==> config.mk <==
export PLATFORM = sky130hd
export DESIGN_NAME = encoder_position_period_speed_core
export DESIGN_NICKNAME = d
export VERILOG_FILES = /design/src/sv/epps_pkg.sv /design/src/sv/encoder_position_period_speed_core.sv /design/src/sv/epps_queue.sv /design/src/sv/epps_front.sv /design/src/sv/epps_back.sv
export VERILOG_INCLUDE_DIRS = /design/src /design/src/sv
export SDC_FILE = /design/constraint.sdc
export NUM_CORES = 1
export LEC_CHECK = 0
export ABC_AREA = 1
export BUFFER_PORTS_ARGS = -buffer_cell sky130_fd_sc_hd__buf_2
export CELL_PAD_IN_SITES_DETAIL_PLACEMENT = 0
export CELL_PAD_IN_SITES_GLOBAL_PLACEMENT = 2
export CORE_UTILIZATION = 38
export DETAILED_ROUTE_END_ITERATION = 10
export PLACE_DENSITY_LB_ADDON = 0.1
export RECOVER_POWER = 100
export SYNTH_ARGS = -nofsm -noshare
export SYNTH_HDL_FRONTEND = slang
export SYNTH_SLANG_ARGS = --single-unit
export TNS_END_PERCENT = 10
==> constraint.sdc <==
create_clock -name clk -period 5.1 [get_ports clk]
set_input_delay 0.255 -clock clk [delete_from_list [all_inputs] [get_ports clk]]
set_output_delay 0.255 -clock clk [all_outputs]
set_load 0.03 [all_outputs]
==> src/sv/encoder_position_period_speed_core_assert.svh <==
// Assertion macros for the encoder tracker RTL.
`ifndef ENCODER_POSITION_PERIOD_SPEED_CORE_ASSERT_SVH
`define ENCODER_POSITION_PERIOD_SPEED_CORE_ASSERT_SVH

// The consequent must hold in the same cycle as the antecedent.
`define EPPS_ASSERT_SAME(label, clk, rst_n, ante, cons) \
	label: assert property (@(posedge clk) disable iff (!rst_n) (ante) |-> (cons)) \
		else $error("encoder tracker: same-cycle check failed");

// The consequent must hold in the cycle after the antecedent.
`define EPPS_ASSERT_NEXT(label, clk, rst_n, ante, cons) \
	label: assert property (@(posedge clk) disable iff (!rst_n) (ante) |=> (cons)) \
		else $error("encoder tracker: next-cycle check failed");

`endif

==> src/sv/epps_pkg.sv <==
`timescale 1ns / 1ps
// ----------------------------------------------------------------------------
// epps_pkg: shared types and constants of the encoder tracker
// Request codes, counter geometry, divider constants and the job record that
// travels from the front end through the queue to the speed back end.
// ----------------------------------------------------------------------------
package epps_pkg;

	// Counter geometry.
	localparam int COUNT_WIDTH    = 24;
	localparam int POSITION_SHIFT = 3;

	// Field widths.
	localparam int FIELD_W  = 16;
	localparam int S_DATA_W = 40;
	localparam int S_USER_W = 2;
	localparam int M_DATA_W = 48;

	// Period limit and speed numerator.
	localparam logic [FIELD_W-1:0] PERIOD_LIMIT = 16'h7FFF;
	localparam int QUOTIENT_BITS = 15;
	localparam int STEP_W        = $clog2(QUOTIENT_BITS);
	localparam logic [QUOTIENT_BITS-1:0] SPEED_NUMERATOR = 15'd32766;

	// Queue between the front end and the back end.
	localparam int QUEUE_DEPTH = 2;
	localparam int QPTR_W      = $clog2(QUEUE_DEPTH);
	localparam int QCNT_W      = $clog2(QUEUE_DEPTH + 1);

	// Request kinds carried on the slave tuser.
	typedef enum logic [S_USER_W-1:0] {
		REQ_EDGE = 2'd0,
		REQ_STOP = 2'd1,
		REQ_LOAD = 2'd2
	} req_t;

	// Snapshot of the tracker state after one request.
	typedef struct packed {
		logic [FIELD_W-1:0] position;
		logic [FIELD_W-1:0] period;
		logic               direction;
		logic               saturate;
	} job_t;

	// Queue status seen by both ends.
	typedef struct packed {
		logic full;
		logic empty;
	} queue_stat_t;

endpackage

==> src/sv/encoder_position_period_speed_core.sv <==
`timescale 1ns / 1ps
// A wheel encoder tracker: each request is a capture edge, a stop event or a
// position load, and each one yields exactly one result with the position,
// the signed period and the signed speed (32766 divided by the period). An
// edge request with a valid, nonzero period passes through the back end in
// order: the job is popped, the restoring divider runs fifteen steps of one
// quotient bit per cycle and the result is presented; stopped, out-of-range
// or zero-period requests skip the divider and go straight to the result. The
// front end updates the tracker state in the cycle it takes a request and a
// two-entry queue holds snapshots, so up to two requests are taken while the
// divider is busy or the output is stalled.
// ----------------------------------------------------------------------------
// encoder_position_period_speed_core: encoder position, period and speed
// Top level joining the request front end, the job queue and the divider
// back end on stream-style ports.
// ----------------------------------------------------------------------------
module encoder_position_period_speed_core (
	input  logic                            clk,
	input  logic                            arst_n,
	input  logic                            s_tvalid,
	output logic                            s_tready,
	// [15:0] captured_period, [16] direction, [32:17] load_value, [39:33] zero
	input  logic [epps_pkg::S_DATA_W-1:0]   s_tdata,
	// [1:0] req_type
	input  logic [epps_pkg::S_USER_W-1:0]   s_tuser,
	output logic                            m_tvalid,
	input  logic                            m_tready,
	// [15:0] position, [31:16] signed_period, [47:32] speed
	output logic [epps_pkg::M_DATA_W-1:0]   m_tdata
);
	import epps_pkg::*;

	`include "encoder_position_period_speed_core_assert.svh"

	logic        push;
	logic        pop;
	job_t        push_job;
	job_t        pop_job;
	queue_stat_t q_stat;

	// Request decode and tracker state.
	epps_front u_front (
		.clk      (clk),
		.arst_n   (arst_n),
		.s_tvalid (s_tvalid),
		.s_tready (s_tready),
		.s_tdata  (s_tdata),
		.s_tuser  (s_tuser),
		.push     (push),
		.push_job (push_job),
		.q_stat   (q_stat)
	);

	// Snapshot queue.
	epps_queue u_queue (
		.clk      (clk),
		.arst_n   (arst_n),
		.push     (push),
		.push_job (push_job),
		.pop      (pop),
		.pop_job  (pop_job),
		.stat     (q_stat)
	);

	// Divider and result register.
	epps_back u_back (
		.clk      (clk),
		.arst_n   (arst_n),
		.pop      (pop),
		.pop_job  (pop_job),
		.q_stat   (q_stat),
		.m_tvalid (m_tvalid),
		.m_tready (m_tready),
		.m_tdata  (m_tdata)
	);

	// Queue never overflows or underflows.
	`EPPS_ASSERT_SAME(a_no_push_full, clk, arst_n, push, !q_stat.full)
	`EPPS_ASSERT_SAME(a_no_pop_empty, clk, arst_n, pop, !q_stat.empty)
	// A popped job leaves the queue no longer full in the next cycle.
	`EPPS_ASSERT_NEXT(a_pop_frees, clk, arst_n, pop && !push, !q_stat.full)
	// A saturated or zero period always comes with zero speed.
	`EPPS_ASSERT_SAME(a_sat_speed, clk, arst_n,
		m_tvalid && (m_tdata[31:16] == PERIOD_LIMIT || m_tdata[31:16] == 16'd0),
		m_tdata[47:32] == 16'd0)

endmodule

==> src/sv/epps_queue.sv <==
`timescale 1ns / 1ps
// ----------------------------------------------------------------------------
// epps_queue: job queue between front end and back end
// A small register FIFO that lets the front end keep accepting requests
// while the back end is busy dividing or waiting on its output.
// ----------------------------------------------------------------------------
module epps_queue (
	input  logic                 clk,
	input  logic                 arst_n,
	input  logic                 push,
	input  epps_pkg::job_t       push_job,
	input  logic                 pop,
	output epps_pkg::job_t       pop_job,
	output epps_pkg::queue_stat_t stat
);
	import epps_pkg::*;

	job_t              slot_q [QUEUE_DEPTH];
	logic [QPTR_W-1:0] wr_ptr_q;
	logic [QPTR_W-1:0] rd_ptr_q;
	logic [QCNT_W-1:0] count_q;

	// Status and head of the queue.
	assign stat.full  = (count_q == QCNT_W'(QUEUE_DEPTH));
	assign stat.empty = (count_q == '0);
	assign pop_job    = slot_q[rd_ptr_q];

	// Storage for queued jobs.
	always_ff @(posedge clk) begin
		if (push) begin
			slot_q[wr_ptr_q] <= push_job;
		end
	end

	// Pointers and fill count; the depth is a power of two so pointers wrap.
	always_ff @(posedge clk or negedge arst_n) begin
		if (!arst_n) begin
			wr_ptr_q <= '0;
			rd_ptr_q <= '0;
			count_q  <= '0;
		end else begin
			if (push) begin
				wr_ptr_q <= wr_ptr_q + QPTR_W'(1);
			end
			if (pop) begin
				rd_ptr_q <= rd_ptr_q + QPTR_W'(1);
			end
			if (push && !pop) begin
				count_q <= count_q + QCNT_W'(1);
			end else if (pop && !push) begin
				count_q <= count_q - QCNT_W'(1);
			end
		end
	end

endmodule

==> src/sv/epps_front.sv <==
`timescale 1ns / 1ps
// ----------------------------------------------------------------------------
// epps_front: request decode and tracker state
// Accepts requests, updates the edge counter, period, direction and flags,
// and pushes a snapshot of the new state into the job queue.
// ----------------------------------------------------------------------------
module epps_front (
	input  logic                            clk,
	input  logic                            arst_n,
	input  logic                            s_tvalid,
	output logic                            s_tready,
	input  logic [epps_pkg::S_DATA_W-1:0]   s_tdata,
	input  logic [epps_pkg::S_USER_W-1:0]   s_tuser,
	output logic                            push,
	output epps_pkg::job_t                  push_job,
	input  epps_pkg::queue_stat_t           q_stat
);
	import epps_pkg::*;

	logic                   edge_seen_q;
	logic                   stopped_q;
	logic                   dir_q;
	logic [FIELD_W-1:0]     period_q;
	logic [COUNT_WIDTH-1:0] count_q;

	logic                   edge_seen_d;
	logic                   stopped_d;
	logic                   dir_d;
	logic [FIELD_W-1:0]     period_d;
	logic [COUNT_WIDTH-1:0] count_d;

	req_t                           req;
	logic [FIELD_W-1:0]             cap_period;
	logic                           cap_dir;
	logic [FIELD_W-1:0]             load_value;
	logic [COUNT_WIDTH+FIELD_W-1:0] count_ext;

	// Field unpacking.
	assign req        = req_t'(s_tuser);
	assign cap_period = s_tdata[FIELD_W-1:0];
	assign cap_dir    = s_tdata[FIELD_W];
	assign load_value = s_tdata[2*FIELD_W:FIELD_W+1];

	// A request is taken whenever the queue has room.
	assign s_tready = !q_stat.full;
	assign push     = s_tvalid && s_tready;

	// Next tracker state for the request on the port.
	always_comb begin
		edge_seen_d = edge_seen_q;
		stopped_d   = stopped_q;
		dir_d       = dir_q;
		period_d    = period_q;
		count_d     = count_q;
		unique case (req)
			REQ_EDGE: begin
				dir_d = cap_dir;
				if (edge_seen_q) begin
					stopped_d = 1'b0;
					period_d  = cap_period;
					count_d   = cap_dir ? count_q + COUNT_WIDTH'(1)
					                    : count_q - COUNT_WIDTH'(1);
				end else begin
					edge_seen_d = 1'b1;
				end
			end
			REQ_STOP: begin
				stopped_d = 1'b1;
			end
			REQ_LOAD: begin
				count_d = {{(COUNT_WIDTH-FIELD_W){load_value[FIELD_W-1]}}, load_value}
				          << POSITION_SHIFT;
			end
			default: begin
				// Unused code: state is left alone, a result is still reported.
			end
		endcase
	end

	// Snapshot for the back end.
	assign count_ext         = {{FIELD_W{count_d[COUNT_WIDTH-1]}}, count_d};
	assign push_job.position = count_ext[POSITION_SHIFT +: FIELD_W];
	assign push_job.period   = period_d;
	assign push_job.direction = dir_d;
	assign push_job.saturate = stopped_d || (period_d > PERIOD_LIMIT);

	// Tracker state registers.
	always_ff @(posedge clk or negedge arst_n) begin
		if (!arst_n) begin
			edge_seen_q <= 1'b0;
			stopped_q   <= 1'b0;
			dir_q       <= 1'b0;
			period_q    <= '0;
			count_q     <= '0;
		end else if (push) begin
			edge_seen_q <= edge_seen_d;
			stopped_q   <= stopped_d;
			dir_q       <= dir_d;
			period_q    <= period_d;
			count_q     <= count_d;
		end
	end

endmodule

==> src/sv/epps_back.sv <==
`timescale 1ns / 1ps
// ----------------------------------------------------------------------------
// epps_back: period and speed back end
// Pops jobs, divides the speed numerator by the period one quotient bit per
// cycle, applies the direction sign and holds the result for the master side.
// ----------------------------------------------------------------------------
module epps_back (
	input  logic                            clk,
	input  logic                            arst_n,
	output logic                            pop,
	input  epps_pkg::job_t                  pop_job,
	input  epps_pkg::queue_stat_t           q_stat,
	output logic                            m_tvalid,
	input  logic                            m_tready,
	output logic [epps_pkg::M_DATA_W-1:0]   m_tdata
);
	import epps_pkg::*;

	typedef enum logic [2:0] {
		BK_IDLE = 3'b001,
		BK_DIV  = 3'b010,
		BK_OUT  = 3'b100
	} back_state_t;

	back_state_t              state_q;
	logic [STEP_W-1:0]        step_q;
	logic [QUOTIENT_BITS-1:0] divisor_q;
	logic [FIELD_W-1:0]       rem_q;
	logic [QUOTIENT_BITS-1:0] quo_q;
	logic                     dir_q;
	logic [FIELD_W-1:0]       pos_q;
	logic [M_DATA_W-1:0]      m_tdata_q;

	logic [FIELD_W-1:0]       rem_shift;
	logic                     fits;
	logic [FIELD_W-1:0]       rem_next;
	logic [QUOTIENT_BITS-1:0] quo_next;
	logic [FIELD_W-1:0]       quo_ext;
	logic [FIELD_W-1:0]       div_ext;
	logic [FIELD_W-1:0]       speed_out;
	logic [FIELD_W-1:0]       period_out;

	assign pop      = (state_q == BK_IDLE) && !q_stat.empty;
	assign m_tvalid = (state_q == BK_OUT);
	assign m_tdata  = m_tdata_q;

	// One restoring division step.
	assign rem_shift = {rem_q[FIELD_W-2:0], quo_q[QUOTIENT_BITS-1]};
	assign fits      = (rem_shift >= div_ext);
	assign rem_next  = fits ? rem_shift - div_ext : rem_shift;
	assign quo_next  = {quo_q[QUOTIENT_BITS-2:0], fits};

	// Direction sign on the final quotient and the period.
	assign div_ext    = {{(FIELD_W-QUOTIENT_BITS){1'b0}}, divisor_q};
	assign quo_ext    = {{(FIELD_W-QUOTIENT_BITS){1'b0}}, quo_next};
	assign speed_out  = dir_q ? quo_ext : ~quo_ext + FIELD_W'(1);
	assign period_out = dir_q ? div_ext : ~div_ext + FIELD_W'(1);

	// Divider datapath and result register.
	always_ff @(posedge clk) begin
		unique case (state_q)
			BK_IDLE: begin
				if (pop) begin
					divisor_q <= pop_job.period[QUOTIENT_BITS-1:0];
					dir_q     <= pop_job.direction;
					pos_q     <= pop_job.position;
					rem_q     <= '0;
					quo_q     <= SPEED_NUMERATOR;
					if (pop_job.saturate) begin
						m_tdata_q <= {FIELD_W'(0), PERIOD_LIMIT, pop_job.position};
					end else if (pop_job.period == '0) begin
						m_tdata_q <= {FIELD_W'(0), FIELD_W'(0), pop_job.position};
					end
				end
			end
			BK_DIV: begin
				rem_q <= rem_next;
				quo_q <= quo_next;
				if (step_q == '0) begin
					m_tdata_q <= {speed_out, period_out, pos_q};
				end
			end
			BK_OUT: begin
			end
			default: begin
			end
		endcase
	end

	// Sequencer.
	always_ff @(posedge clk or negedge arst_n) begin
		if (!arst_n) begin
			state_q <= BK_IDLE;
			step_q  <= '0;
		end else begin
			unique case (state_q)
				BK_IDLE: begin
					if (pop) begin
						step_q <= STEP_W'(QUOTIENT_BITS - 1);
						if (pop_job.saturate || pop_job.period == '0) begin
							state_q <= BK_OUT;
						end else begin
							state_q <= BK_DIV;
						end
					end
				end
				BK_DIV: begin
					step_q <= step_q - STEP_W'(1);
					if (step_q == '0) begin
						state_q <= BK_OUT;
					end
				end
				BK_OUT: begin
					if (m_tready) begin
						state_q <= BK_IDLE;
					end
				end
				default: begin
					state_q <= BK_IDLE;
				end
			endcase
		end
	end

endmodule
==> impl_results.md, run 1 <==
* RSZ-0062 raised after global routing: no
* Vias in the first global route at 8,255
* Root cell of the clock tree: clkbuf_16
* Placeable Area at 30,500 um2
* Wire per inst at 16.0 um
* YS warnings at 0
* H-tree levels at 1
* Pwr/cell area at 699 nW/um2
* Final setup violating endpoints at 0
* Comb power frac at 0.433
* Via count at 8,767
* Worst path required time at 5.25 ns
* Total of cells resized after clock tree synthesis at 0
* Hold Vio Cnt, Final at 0
* Status: finished, violations left
* Psw at 4090 uW
* Crit path time final at 3.97 ns
* Total Routing Usage GR at 0.188
* Largest net degree at the start of global routing at 53
* Async set or reset register ratio after synthesis at 0.216
* Detailed-placement wirelength estimate at 20,100 um
* Post-synth EDFFs at 178
* DIE WIDTH at 178 um
* Worst Path Max Fanout at 19
* PortBufs at 88
* Internal at 5340 uW
* Top_reg_cell synth: edfxtp_1
* Antenna Cells at 0
* Seq pwr share at 0.367
* Final Max Tran Viols at 206
* Setup CP Type: reg -> reg
* Synth cell types at 52
* 1st-iter DRT viols at 628
* Arrival time worst endpoint at 4.13 ns
* CTS buffer count at 27
* Worst slew pin tran at 3.12 ns
* CP Launch Type: flop
* ANT nets after route at 0
* Switching Fraction at 0.434
* CTS tree: done
* Synth-to-Final Area Change at 14.5%
* Seq cells post-synth at 227
* Final Non-Filler Cells at 1,809
* TritonCTS Sinks at 227
* Dpl cells at 1,741
* Share of layout cells above drive strength 1 at 0.0814
* Cells after Synth at 1,287
* HP Class: in -> reg
* Pleak at 0.00581 uW
* Clock power share at 0.200
* Sequential element share of the synthesized area at 0.558
* Number of nets in the layout at 1,476
* First-pass GRT wire length at 45,700 um
* Ports at 96
* Final Cycle Share at 0.779
* Drt pass-1 iters at 8
* DIE AREA at 31,700 um2
* Setup TNS at 0 ns
* Max Freq at 0.252 GHz
* Worst setup EP type: flop
* Cell area after synthesis at 11,800 um2
* Net Count, Synth at 1,371
* Die Y-Extent at 178 um
* DRC viols at 1
* Max Cap Violations at 6
* Drt via density at 4.85
* Clock latency on the worst-skew pair at 0.56 ns
* DRT Wirelength at 29,000 um
* Routability cong. at 0.812
* Clock-pin slew on the worst setup and hold paths at 0.06 ns
* Worst clock skew at 0.0272 ns
* Peak VDD IR at 262 uV
* Slew HR at -1.08
* Final hold slack at 0.108 ns
* Violated checks: DRC, capacitance limit, slew limit
* Initial Util at 0.386
* Rows at 64
* Synthesized area per cell at 9.15 um2
* Maximum root-to-sink buffer count at 3
* Overflow after GRT at 0
* Initial antenna violation count at 1
==> worst max-delay path: stages (launching register included) <==
cell and delay, ns:
dfrtp_1 0.39, inv_1 0.11, nand2_1 0.10, nand2_1 0.58, nor2_1 1.48, clkbuf_1 0.88
==> per-stage QoR <==
stage	area (um2)	total power (uW)	utilization	worst slack (ns)
3_5_place_dp	12600	7720	0.412	1.83
3_3_place_gp	12600	7680	0.412	1.85
6_report	13500	9430	0.442	1.13
4_1_cts	13600	9660	0.447	1.83
2_1_floorplan	11800	6580	-	1.48
5_1_grt	13500	10200	0.442	0.775
==> cells in the final DEF (no fill, tap or decap), types with 20 or more instances in the layout <==
cell,synthesis,layout
dfrtp_1,48,48
edfxtp_1,178,178
a21oi_1,62,63
a31oi_1,20,20
nand3_1,55,57
clkbuf_16,0,27
nor2_1,104,105
nand2_1,374,378
o21ai_0,85,104
inv_1,138,141
clkbuf_1,16,67
ha_1,36,36
buf_2,13,37
==> path summary, 6_finish.rpt <==
path                       cells past startpoint                    end                 from  slack (ns)
max in group asynchronous                      3    u_front.count_q[11]               arst_n        1.96
hold / removal                                 3  u_queue.slot_q[0][27]          s_tdata[26]        0.11
hold reg to reg                                2    u_front.period_q[0]  u_front.period_q[0]        0.48
setup / recovery                               5  u_queue.slot_q[0][20]   u_queue.count_q[0]        1.13
setup reg to reg                               5  u_queue.slot_q[0][20]   u_queue.count_q[0]        1.13
min in group asynchronous                      3      u_back.state_q[1]               arst_n        1.37
==> state kept, by name, summed over array words and instances, names as in the netlist <==
name and flops:
u_back.dir_q 1, u_back.divisor_q 15, u_back.m_tdata 48, u_back.pos_q 16
u_back.quo_q 15, u_back.rem_q 15, u_back.state_q 3, u_back.step_q 4
u_front.count_q 19, u_front.dir_q 1, u_front.edge_seen_q 1, u_front.period_q 16
u_front.stopped_q 1, u_queue.count_q 2, u_queue.rd_ptr_q 1, u_queue.slot_q 68
u_queue.wr_ptr_q 1
==> synth_stat cells, types with 3 or more instances <==
master    instances  area (um2)
a21oi_1          62         310
a21oi_2          14         123
a31oi_1          20         125
and2_1            7        43.8
buf_2            13        65.1
buf_6             3        33.8
clkbuf_1         16        60.1
dfrtp_1          48        1200
edfxtp_1        178        5350
ha_1             36         450
inv_1           138         518
inv_2             8        30.0
nand2_1         374        1400
nand2_2           4        25.0
nand3_1          55         275
nand4_1          11        68.8
nor2_1          104         390
nor2_2            7        43.8
nor3_1           13        65.1
nor4_1            4        25.0
o21ai_0          85         425
o21ai_1          17        85.1
o21ai_2           4        35.0
o31ai_1           3        22.5
or2_2             3        18.8
xnor2_1           9        78.8
xor2_1           17         149
==> layer usage <==
layer | GRT usage | vias up | wire length [um]
li1 | - | 4515 | -
met2 | 0.290 | 143 | 12600
met4 | 0.0342 | 0 | 329
met1 | 0.279 | 4078 | 14800
met3 | 0.0279 | 31 | 1240
met5 | 0 | - | 0
==> what timing repair did <==
action | 4_1_cts | 5_1_grt
endpoints found under the hold margin | 65 | 0
buffers inserted | 0 | 0
hold buffers | 18 | 0
==> cells by family (layout without fill, tap and decap cells) <==
group           Yosys count  count (layout)  synth area share
mux                       1               1          0.000850
fa+ha+maj                38              38            0.0416
compound gates          217             217             0.105
xor+xnor                 26              26            0.0193
flops                   227             227             0.558
simple gates            592             592             0.210
buf+inv                 186             312            0.0652
==> area by class of cell <==
cell class,count,area [um2]
Sequential cell,227,6570
Multi-Input combinational cell,874,4400
Inverter,147,554
Fill cell,3070,17000
Tap cell,396,495
Clock buffer,38,727
Timing Repair Buffer,115,599
Clock inverter,12,136
==> power by group through the flow <==
stage / Sequential, uW / Combinational [uW] / Clock, uW
floorplan: 3810 / 2770 / 0
global placement: 3460 / 4210 / 0
detailed placement: 3480 / 4240 / 0
CTS: 3450 / 4260 / 1950
global route: 3540 / 4630 / 2030
finish: 3460 / 4090 / 1890
No activity file was read; power rests on OpenSTA's default activity.
==> inputs of run 2 (changes only) <==
--- a/config.mk
+++ b/config.mk
@@ -6,11 +6,11 @@
 export SDC_FILE = /design/constraint.sdc
 export NUM_CORES = 1
 export LEC_CHECK = 0
-export ABC_AREA = 1
+export ABC_AREA = 0
 export BUFFER_PORTS_ARGS = -buffer_cell sky130_fd_sc_hd__buf_2
 export CELL_PAD_IN_SITES_DETAIL_PLACEMENT = 0
 export CELL_PAD_IN_SITES_GLOBAL_PLACEMENT = 2
-export CORE_UTILIZATION = 38
+export CORE_UTILIZATION = 40
 export DETAILED_ROUTE_END_ITERATION = 10
 export PLACE_DENSITY_LB_ADDON = 0.1
 export RECOVER_POWER = 100
==> constraint.sdc (replaced) <==
create_clock -name clk -period 3.8 [get_ports clk]
set_input_delay 0.19 -clock clk [delete_from_list [all_inputs] [get_ports clk]]
set_output_delay 0.19 -clock clk [all_outputs]
set_load 0.03 [all_outputs]
==> run 2 against run 1 <==
Register-to-register slack worse by 0.62 ns; non-clock buffer count rose by 20; wire length is 8.2% lower; sequential share of layout area up 1.2 points; first-iteration DRC count is 13% lower; critical endpoint is now u_back.m_tdata[46]; worst hold slack got worse by 0.070 ns; global-route usage is 0.15 points higher; the flow finishes with violations (capacitance limit, slew limit); area after synthesis is 4.2% lower; via count is 12% lower; core utilization is 3.2 points higher.
==> impl_results.md, run 2 <==
* Area after DPL at 12,200 um2 (was 12,600 um2)
* Die Y-Extent at 170 um (was 178 um)
* Share of layout cells above drive strength 1 at 0.111 (was 0.0814)
* DIE WIDTH at 170 um (was 178 um)
* Seq cells post-synth at 227 (unchanged)
* Worst clock skew at 0.0228 ns (was 0.0272 ns)
* Synthesized area per cell at 11.6 um2 (was 9.15 um2)
* Routability cong. at 0.811 (was 0.812)
* Maximum root-to-sink buffer count at 3 (unchanged)
* Synth-to-Final Area Change at 16.6% (was 14.5%)
* Drt via density at 5.13 (was 4.85)
* Synth cell types at 70 (was 52)
* Worst setup EP type: flop (unchanged)
* Pleak at 0.00511 uW (was 0.00581 uW)
* Max FFs per register at 68 (unchanged)
* Largest net degree at the start of global routing at 41 (was 53)
* DIE AREA at 28,900 um2 (was 31,700 um2)
* Area fraction of the dominant cell type after synthesis at 0.474 (was 0.454)
* Top reg by flops: u_queue.slot_q (unchanged)
* Slew HR at -0.427 (was -1.08)
* Antenna Cells at 0 (unchanged)
* DRC viols at 0 (was 1)
* ANT nets after route at 0 (unchanged)
* Cell area after synthesis at 11,300 um2 (was 11,800 um2)
* Status: finished, violations left (unchanged)
* Total of cells resized after clock tree synthesis at 0 (unchanged)
* Async set or reset register ratio after synthesis at 0.216 (unchanged)
* Setup CP Type: reg -> reg (unchanged)
* Pwr/cell area at 943 nW/um2 (was 699 nW/um2)
* Post-synth top cells: edfxtp_1 (178), nand2_1 (158), nor2_1 (68) (was nand2_1 (374), edfxtp_1 (178), inv_1 (138))
* Final hold slack at 0.0378 ns (was 0.108 ns)
* Crit path time final at 3.29 ns (was 3.97 ns)
* Post-synth EDFFs at 178 (unchanged)
* Clock latency on the worst-skew pair at 0.54 ns (was 0.56 ns)
* DRT Wirelength at 26,600 um (was 29,000 um)
* Fin util at 0.474 (was 0.442)
* Top_reg_cell synth: edfxtp_1 (unchanged)
* CTS buffer count at 26 (was 27)
* Arrival time worst endpoint at 3.57 ns (was 4.13 ns)
* Worst Path Max Fanout at 6 (was 19)
* Number of nets in the layout at 1,187 (was 1,476)
* Root cell of the clock tree: clkbuf_16 (unchanged)
* Detailed-placement wirelength estimate at 18,300 um (was 20,100 um)
* Hold Vio Cnt, Final at 0 (unchanged)
* H-tree levels at 1 (unchanged)
* Max Freq at 0.304 GHz (was 0.252 GHz)
* Non-Filler Cell Area, Final at 13,200 um2 (was 13,500 um2)
* 1st-iter DRT viols at 547 (was 628)
* RSZ-0062 raised after global routing: no (unchanged)
* Place WS at 0.620 ns (was 1.83 ns)
* Post-CTS Setup Bufs at 0 (unchanged)
* Clock-pin slew on the worst setup and hold paths at 0.06 ns (about the same)
* Wire per inst at 17.8 um (was 16.0 um)
* Final Cycle Share at 0.866 (was 0.779)
* Setup WS post-layout at 0.509 ns (was 1.13 ns)
* Initial antenna violation count at 0 (was 1)
* Final setup violating endpoints at 0 (unchanged)
* YS warnings at 0 (unchanged)
* Cell with the most instances after synthesis: edfxtp_1 (was nand2_1)
* Setup TNS at 0 ns (unchanged)
* Sequential element share of the synthesized area at 0.582 (was 0.558)
* Reg2Reg Depth at 13 (was 5)
* Post-synth top area cell: edfxtp_1 (unchanged)
* Total Routing Usage GR at 0.189 (was 0.188)
* Peak VDD IR at 352 uV (was 262 uV)
* Overflow after GRT at 0 (unchanged)
* Cells after Synth at 977 (was 1,287)
* Initial Util at 0.406 (was 0.386)
* Commonest non-fill, non-tap cell in the layout: edfxtp_1 (was nand2_1)
* Violated checks: capacitance limit, slew limit (was DRC, capacitance limit, slew limit)
* # fillers at 2,645 (was 3,070)
* Worst path required time at 4.08 ns (was 5.25 ns)
* PortBufs at 88 (unchanged)
* CTS tree: done (unchanged)
* Max Cap Violations at 4 (was 6)
* Ports at 96 (unchanged)
* Net Count, Synth at 1,061 (was 1,371)
* CP Launch Type: flop (unchanged)
* Rows at 61 (was 64)
* Via count at 7,699 (was 8,767)
* Most frequent cells in the layout: edfxtp_1 (178), nand2_1 (158), nor2_1 (67), clkbuf_1 (64), a21oi_1 (57) (was nand2_1 (378), edfxtp_1 (178), inv_1 (141), nor2_1 (105), o21ai_0 (104))
* Final Max Tran Viols at 147 (was 206)
* HP Class: in -> reg (unchanged)
* TritonCTS Sinks at 227 (unchanged)
* Drt pass-1 iters at 5 (was 8)
* Worst hold path stage count at 2 (was 3)
* Placeable Area at 27,800 um2 (was 30,500 um2)
* Ranking of synthesized cells by area: edfxtp_1 (47%), dfrtp_1 (11%), mux2_2 (5.3%), nand2_1 (5.3%), ha_1 (4.0%) (was edfxtp_1 (45%), nand2_1 (12%), dfrtp_1 (10%), inv_1 (4.4%), ha_1 (3.8%))
* Worst slew pin tran at 2.14 ns (was 3.12 ns)
* First-pass GRT wire length at 42,400 um (was 45,700 um)
* Vias in the first global route at 7,525 (was 8,255)
* Reg-to-reg slack, setup at 0.51 ns (was 1.13 ns)
[run 2: cell types whose count changed in the layout (fill, tap and decap cells not counted), moves of 13 or more]
cell,delta
a21o_1,+20
inv_1,-102
mux2_1,+30
mux2_2,+24
nand2_1,-220
nand3_1,-52
nor2_1,-38
o21ai_0,-61
o22ai_1,+14
or3_1,+13
xnor2_1,+32
[run 2: routing by layer]
layer / up-vias / global-route usage / wire [um]
met2: 141 / 0.305 / 12400
met3: 36 / 0.0247 / 1000
met5: - / 0 / 0
li1: 3815 / - / -
met1: 3707 / 0.269 / 12800
met4: 0 / 0.0474 / 439
[run 2: final cells by class]
| type | count | area [um2] | area share |
|---|---|---|---|
| Timing Repair Buffer | 135 | 754 | 0.0573 |
| Clock inverter | 15 | 169 | 0.0128 |
| Multi-Input combinational cell | 672 | 4340 | 0.330 |
| Sequential cell | 227 | 6570 | 0.499 |
| Inverter | 41 | 156 | 0.0119 |
| Tap cell | 378 | 473 | 0.0359 |
| Clock buffer | 33 | 697 | 0.0529 |
[run 2: final timing paths]
kind	from	endpoint
max in group asynchronous	arst_n	u_front.count_q[4]
min in group asynchronous	arst_n	u_back.state_q[2]
hold reg to reg	u_front.period_q[14]	u_front.period_q[14]
setup reg to reg	u_back.divisor_q[0]	u_back.m_tdata[46]
hold / removal	s_tdata[16]	u_front.dir_q
setup / recovery	u_back.divisor_q[0]	u_back.m_tdata[46]
[run 2: logic make-up (layout without fill, tap and decap cells)]
logic type | after synthesis | in the layout | share of synthesized area
AND/OR/NAND/NOR | 318 | 318 | 0.128
XOR/XNOR | 52 | 52 | 0.0403
adder cells (fa/ha/maj) | 38 | 38 | 0.0435
multiplexers | 56 | 56 | 0.0556
flip-flops | 227 | 227 | 0.582
AO/OA/AOI/OAI | 208 | 208 | 0.120
buffers and inverters | 78 | 224 | 0.0303
[run 2: where the power goes]
part / internal, uW / leakage [uW] / switching, uW / total, uW
combinational: 1860 / 0.00247 / 3320 / 5170
sequential: 4130 / 0.00223 / 585 / 4710
clock: 1510 / 0.000415 / 1020 / 2520
total: 7490 / 0.00511 / 4920 / 12400
[run 2: per-stage QoR]
step / cells / total power, uW
finish: 1501 / 12400
global route: 1501 / 13300
global placement: 1427 / 10100
detailed placement: 1427 / 10100
floorplan: 977 / 8660
CTS: 1501 / 12700
[run 2: timing repair]
action                     CTS  global route
hold buffers                26             0
setup endpoints to repair    0             0
hold endpoints to repair    83             0
[run 2: worst max-delay path: stages (launching register included)]
cell      delay [ns]
edfxtp_1        0.42
ha_1            0.23
fa_1            0.37
and2b_1         0.22
o21ai_1         0.09
nand3b_1        0.15
a21oi_2         0.07
o31ai_1         0.59
inv_4           0.04
ha_1            0.20
nor2b_1         0.21
a31oi_1         0.22
xnor2_1         0.15
nor2_1          0.05
==> inputs of run 3 (changes only) <==
--- a/config.mk
+++ b/config.mk
@@ -11,10 +11,10 @@
 export CELL_PAD_IN_SITES_DETAIL_PLACEMENT = 0
 export CELL_PAD_IN_SITES_GLOBAL_PLACEMENT = 2
 export CORE_UTILIZATION = 40
+export CTS_CLUSTER_SIZE = 14
 export DETAILED_ROUTE_END_ITERATION = 10
 export PLACE_DENSITY_LB_ADDON = 0.1
-export RECOVER_POWER = 100
 export SYNTH_ARGS = -nofsm -noshare
 export SYNTH_HDL_FRONTEND = slang
 export SYNTH_SLANG_ARGS = --single-unit
-export TNS_END_PERCENT = 10
+export TNS_END_PERCENT = 20
==> run 3 against run 2 <==
The flow now finishes without violations; register-to-register slack improved by 0.26 ns; critical endpoint unchanged; critical path type unchanged; highest routed layer unchanged; sequential power barely moved; clock-buffer cell count did not move.
==> impl_results.md, run 3 (synthesis results as in run 2) <==
* Status: completed (was finished, violations left)
* Setup CP Type: reg -> reg (unchanged)
* Die Y-Extent at 170 um (unchanged)
* Drt pass-1 iters at 5 (unchanged)
* Reg2Reg Depth at 13 (unchanged)
* Share of layout cells above drive strength 1 at 0.198 (was 0.111)
* Wire per inst at 17.7 um (was 17.8 um)
* CP max stage delay at 0.44 ns (was 0.59 ns)
* Arrival time worst endpoint at 3.32 ns (was 3.57 ns)
* Clock latency on the worst-skew pair at 0.55 ns (was 0.54 ns)
* Initial Util at 0.406 (unchanged)
* Largest net degree at the start of global routing at 41 (unchanged)
* Hold Startpoint: s_tdata[16] (unchanged)
* Peak VDD IR at 358 uV (was 352 uV)
* Initial antenna violation count at 0 (unchanged)
* DIE WIDTH at 170 um (unchanged)
* Root cell of the clock tree: clkbuf_16 (unchanged)
* Synth-to-Final Area Change at 17.9% (was 16.6%)
* Number of nets in the layout at 1,187 (unchanged)
* Ports at 96 (unchanged)
* Total power at 12,600 uW (was 12,400 uW)
* Max Cap Violations at 0 (was 4)
* H-tree levels at 1 (unchanged)
* Final setup violating endpoints at 0 (unchanged)
* First-pass GRT wire length at 42,400 um (unchanged)
* Final Cycle Share at 0.797 (was 0.866)
* Drt via density at 5.15 (was 5.13)
* Via count at 7,729 (was 7,699)
* CTS buffer count at 26 (unchanged)
* DRT Wirelength at 26,600 um (about the same)
* PortBufs at 88 (unchanged)
* CP max stage cell: edfxtp_1 (was o31ai_1)
* Hold Buf Count CTS at 26 (unchanged)
* Pleak at 0.00529 uW (was 0.00511 uW)
* HP Class: in -> reg (unchanged)
* Clock-pin slew on the worst setup and hold paths at 0.06 ns (about the same)
* Crit path time final at 3.03 ns (was 3.29 ns)
* # fillers at 2,621 (was 2,645)
* Routability cong. at 0.811 (unchanged)
* Max Freq at 0.330 GHz (was 0.304 GHz)
* DIE AREA at 28,900 um2 (unchanged)
* TritonCTS Sinks at 227 (unchanged)
* Slew HR at 0.315 (was -0.427)
* Worst setup EP type: flop (unchanged)
* Vias in the first global route at 7,525 (unchanged)
* Max FFs per register at 68 (unchanged)
* Worst hold path stage count at 2 (unchanged)
* Placeable Area at 27,800 um2 (unchanged)
* Worst Path Max Fanout at 6 (unchanged)
* Worst slew pin tran at 1.03 ns (was 2.14 ns)
* Pwr/cell area at 945 nW/um2 (was 943 nW/um2)
* Final Non-Filler Cells at 1,501 (unchanged)
* Final Max Tran Viols at 0 (was 147)
* Hold Vio Cnt, Final at 0 (unchanged)
* Top reg by flops: u_queue.slot_q (unchanged)
* Overflow after GRT at 0 (unchanged)
* Antenna Cells at 0 (unchanged)
* ANT nets after route at 0 (unchanged)
* Worst clock skew at 0.0247 ns (was 0.0228 ns)
* R2R Path Start: u_back.divisor_q[5] (was u_back.divisor_q[0])
* Cell Chain, Critical Path: inv_1 > ha_1 > a21o_1 > a21o_1 > a21o_4 > a21oi_2 > o31ai_4 > inv_4 > ha_1 > nor2b_1 > a31oi_1 > xnor2_1 > nor2_1 (was ha_1 > fa_1 > and2b_1 > o21ai_1 > nand3b_1 > a21oi_2 > o31ai_1 > inv_4 > ha_1 > nor2b_1 > a31oi_1 > xnor2_1 > nor2_1)
* Maximum root-to-sink buffer count at 3 (unchanged)
* CTS tree: done (unchanged)
* CP startpoint: u_back.divisor_q[5] (was u_back.divisor_q[0])
* Post-CTS Setup Bufs at 0 (unchanged)
* Rows at 61 (unchanged)
* Most frequent cells in the layout: edfxtp_1 (178), nand2_1 (158), buf_2 (88), nor2_1 (67), a21oi_1 (57) (was edfxtp_1 (178), nand2_1 (158), nor2_1 (67), clkbuf_1 (64), a21oi_1 (57))
* RSZ-0062 raised after global routing: no (unchanged)
* Dpl cells at 1,427 (unchanged)
* 1st-iter DRT viols at 514 (was 547)
* Setup TNS at 0 ns (unchanged)
* Detailed-placement wirelength estimate at 18,300 um (unchanged)
* Commonest non-fill, non-tap cell in the layout: edfxtp_1 (unchanged)
* Total of cells resized after clock tree synthesis at 0 (unchanged)
* DRC viols at 0 (unchanged)
* Worst path required time at 4.09 ns (was 4.08 ns)
* CP Launch Type: flop (unchanged)
* Total Routing Usage GR at 0.189 (unchanged)
## run 3: cell types whose count changed in the layout (fill, tap and decap cells not counted), moves of 2 or more
| cell | change |
|---|---|
| clkbuf_1 | -59 |
| buf_2 | +50 |
| buf_4 | +12 |
| mux2_2 | +29 |
| o31ai_2 | +2 |
| o21ai_1 | +5 |
| o21ai_0 | -5 |
| clkbuf_2 | -3 |
| mux2_1 | -29 |
| o31ai_1 | -3 |
## run 3: per-stage QoR
stage / hold slack [ns] / setup slack (ns) / utilization / instance area [um2]
3_5_place_dp: 0.367 / 0.620 / 0.439 / 12200
4_1_cts: 0.0209 / 0.748 / 0.479 / 13300
5_1_grt: 0.0468 / 0.472 / 0.479 / 13300
6_report: 0.0369 / 0.773 / 0.479 / 13300
2_1_floorplan: -0.106 / 0.582 / - / 11300
3_3_place_gp: 0.364 / 0.635 / 0.439 / 12200
## run 3: layer usage
layer,GRT usage,wire length [um],share of wire,up-vias
met5,0,0,0,-
met4,0.0474,446,0.017,0
met3,0.0247,1050,0.040,36
met2,0.305,12400,0.47,145
met1,0.269,12600,0.48,3729
li1,-,-,-,3819
## run 3: final timing paths
kind / endpoint / slack, ns
hold / removal: u_front.dir_q / 0.04
setup / recovery: u_back.m_tdata[46] / 0.77
hold reg to reg: u_front.period_q[15] / 0.47
max in group asynchronous: u_front.count_q[4] / 2.68
min in group asynchronous: u_back.state_q[2] / 0.31
setup reg to reg: u_back.m_tdata[46] / 0.77
## run 3: layout make-up
type                            instances  area, um2  share of cell area
Inverter                               41        156              0.0117
Sequential cell                       227       6570               0.494
Multi-Input combinational cell        672       4390               0.330
Tap cell                              378        473              0.0355
Clock inverter                         15        169              0.0127
Timing Repair Buffer                  135        858              0.0645
Clock buffer                           33        697              0.0523
## run 3: worst max-delay path, delay by kind of cell, from the launching register on
kind	cells	cell delay (ns)
AND/OR/NAND/NOR	2	0.49
buffers and inverters	2	0.18
flip-flops	1	0.44
adder cells (fa/ha/maj)	2	0.43
XOR/XNOR	1	0.19
AO/OA/AOI/OAI	6	1.02
## run 3: report_power, final
part           leakage [uW]  total [uW]  internal (uW)  switching (uW)
clock              0.000415        2520           1510            1010
combinational       0.00265        5380           2030            3350
sequential          0.00223        4690           4110             578
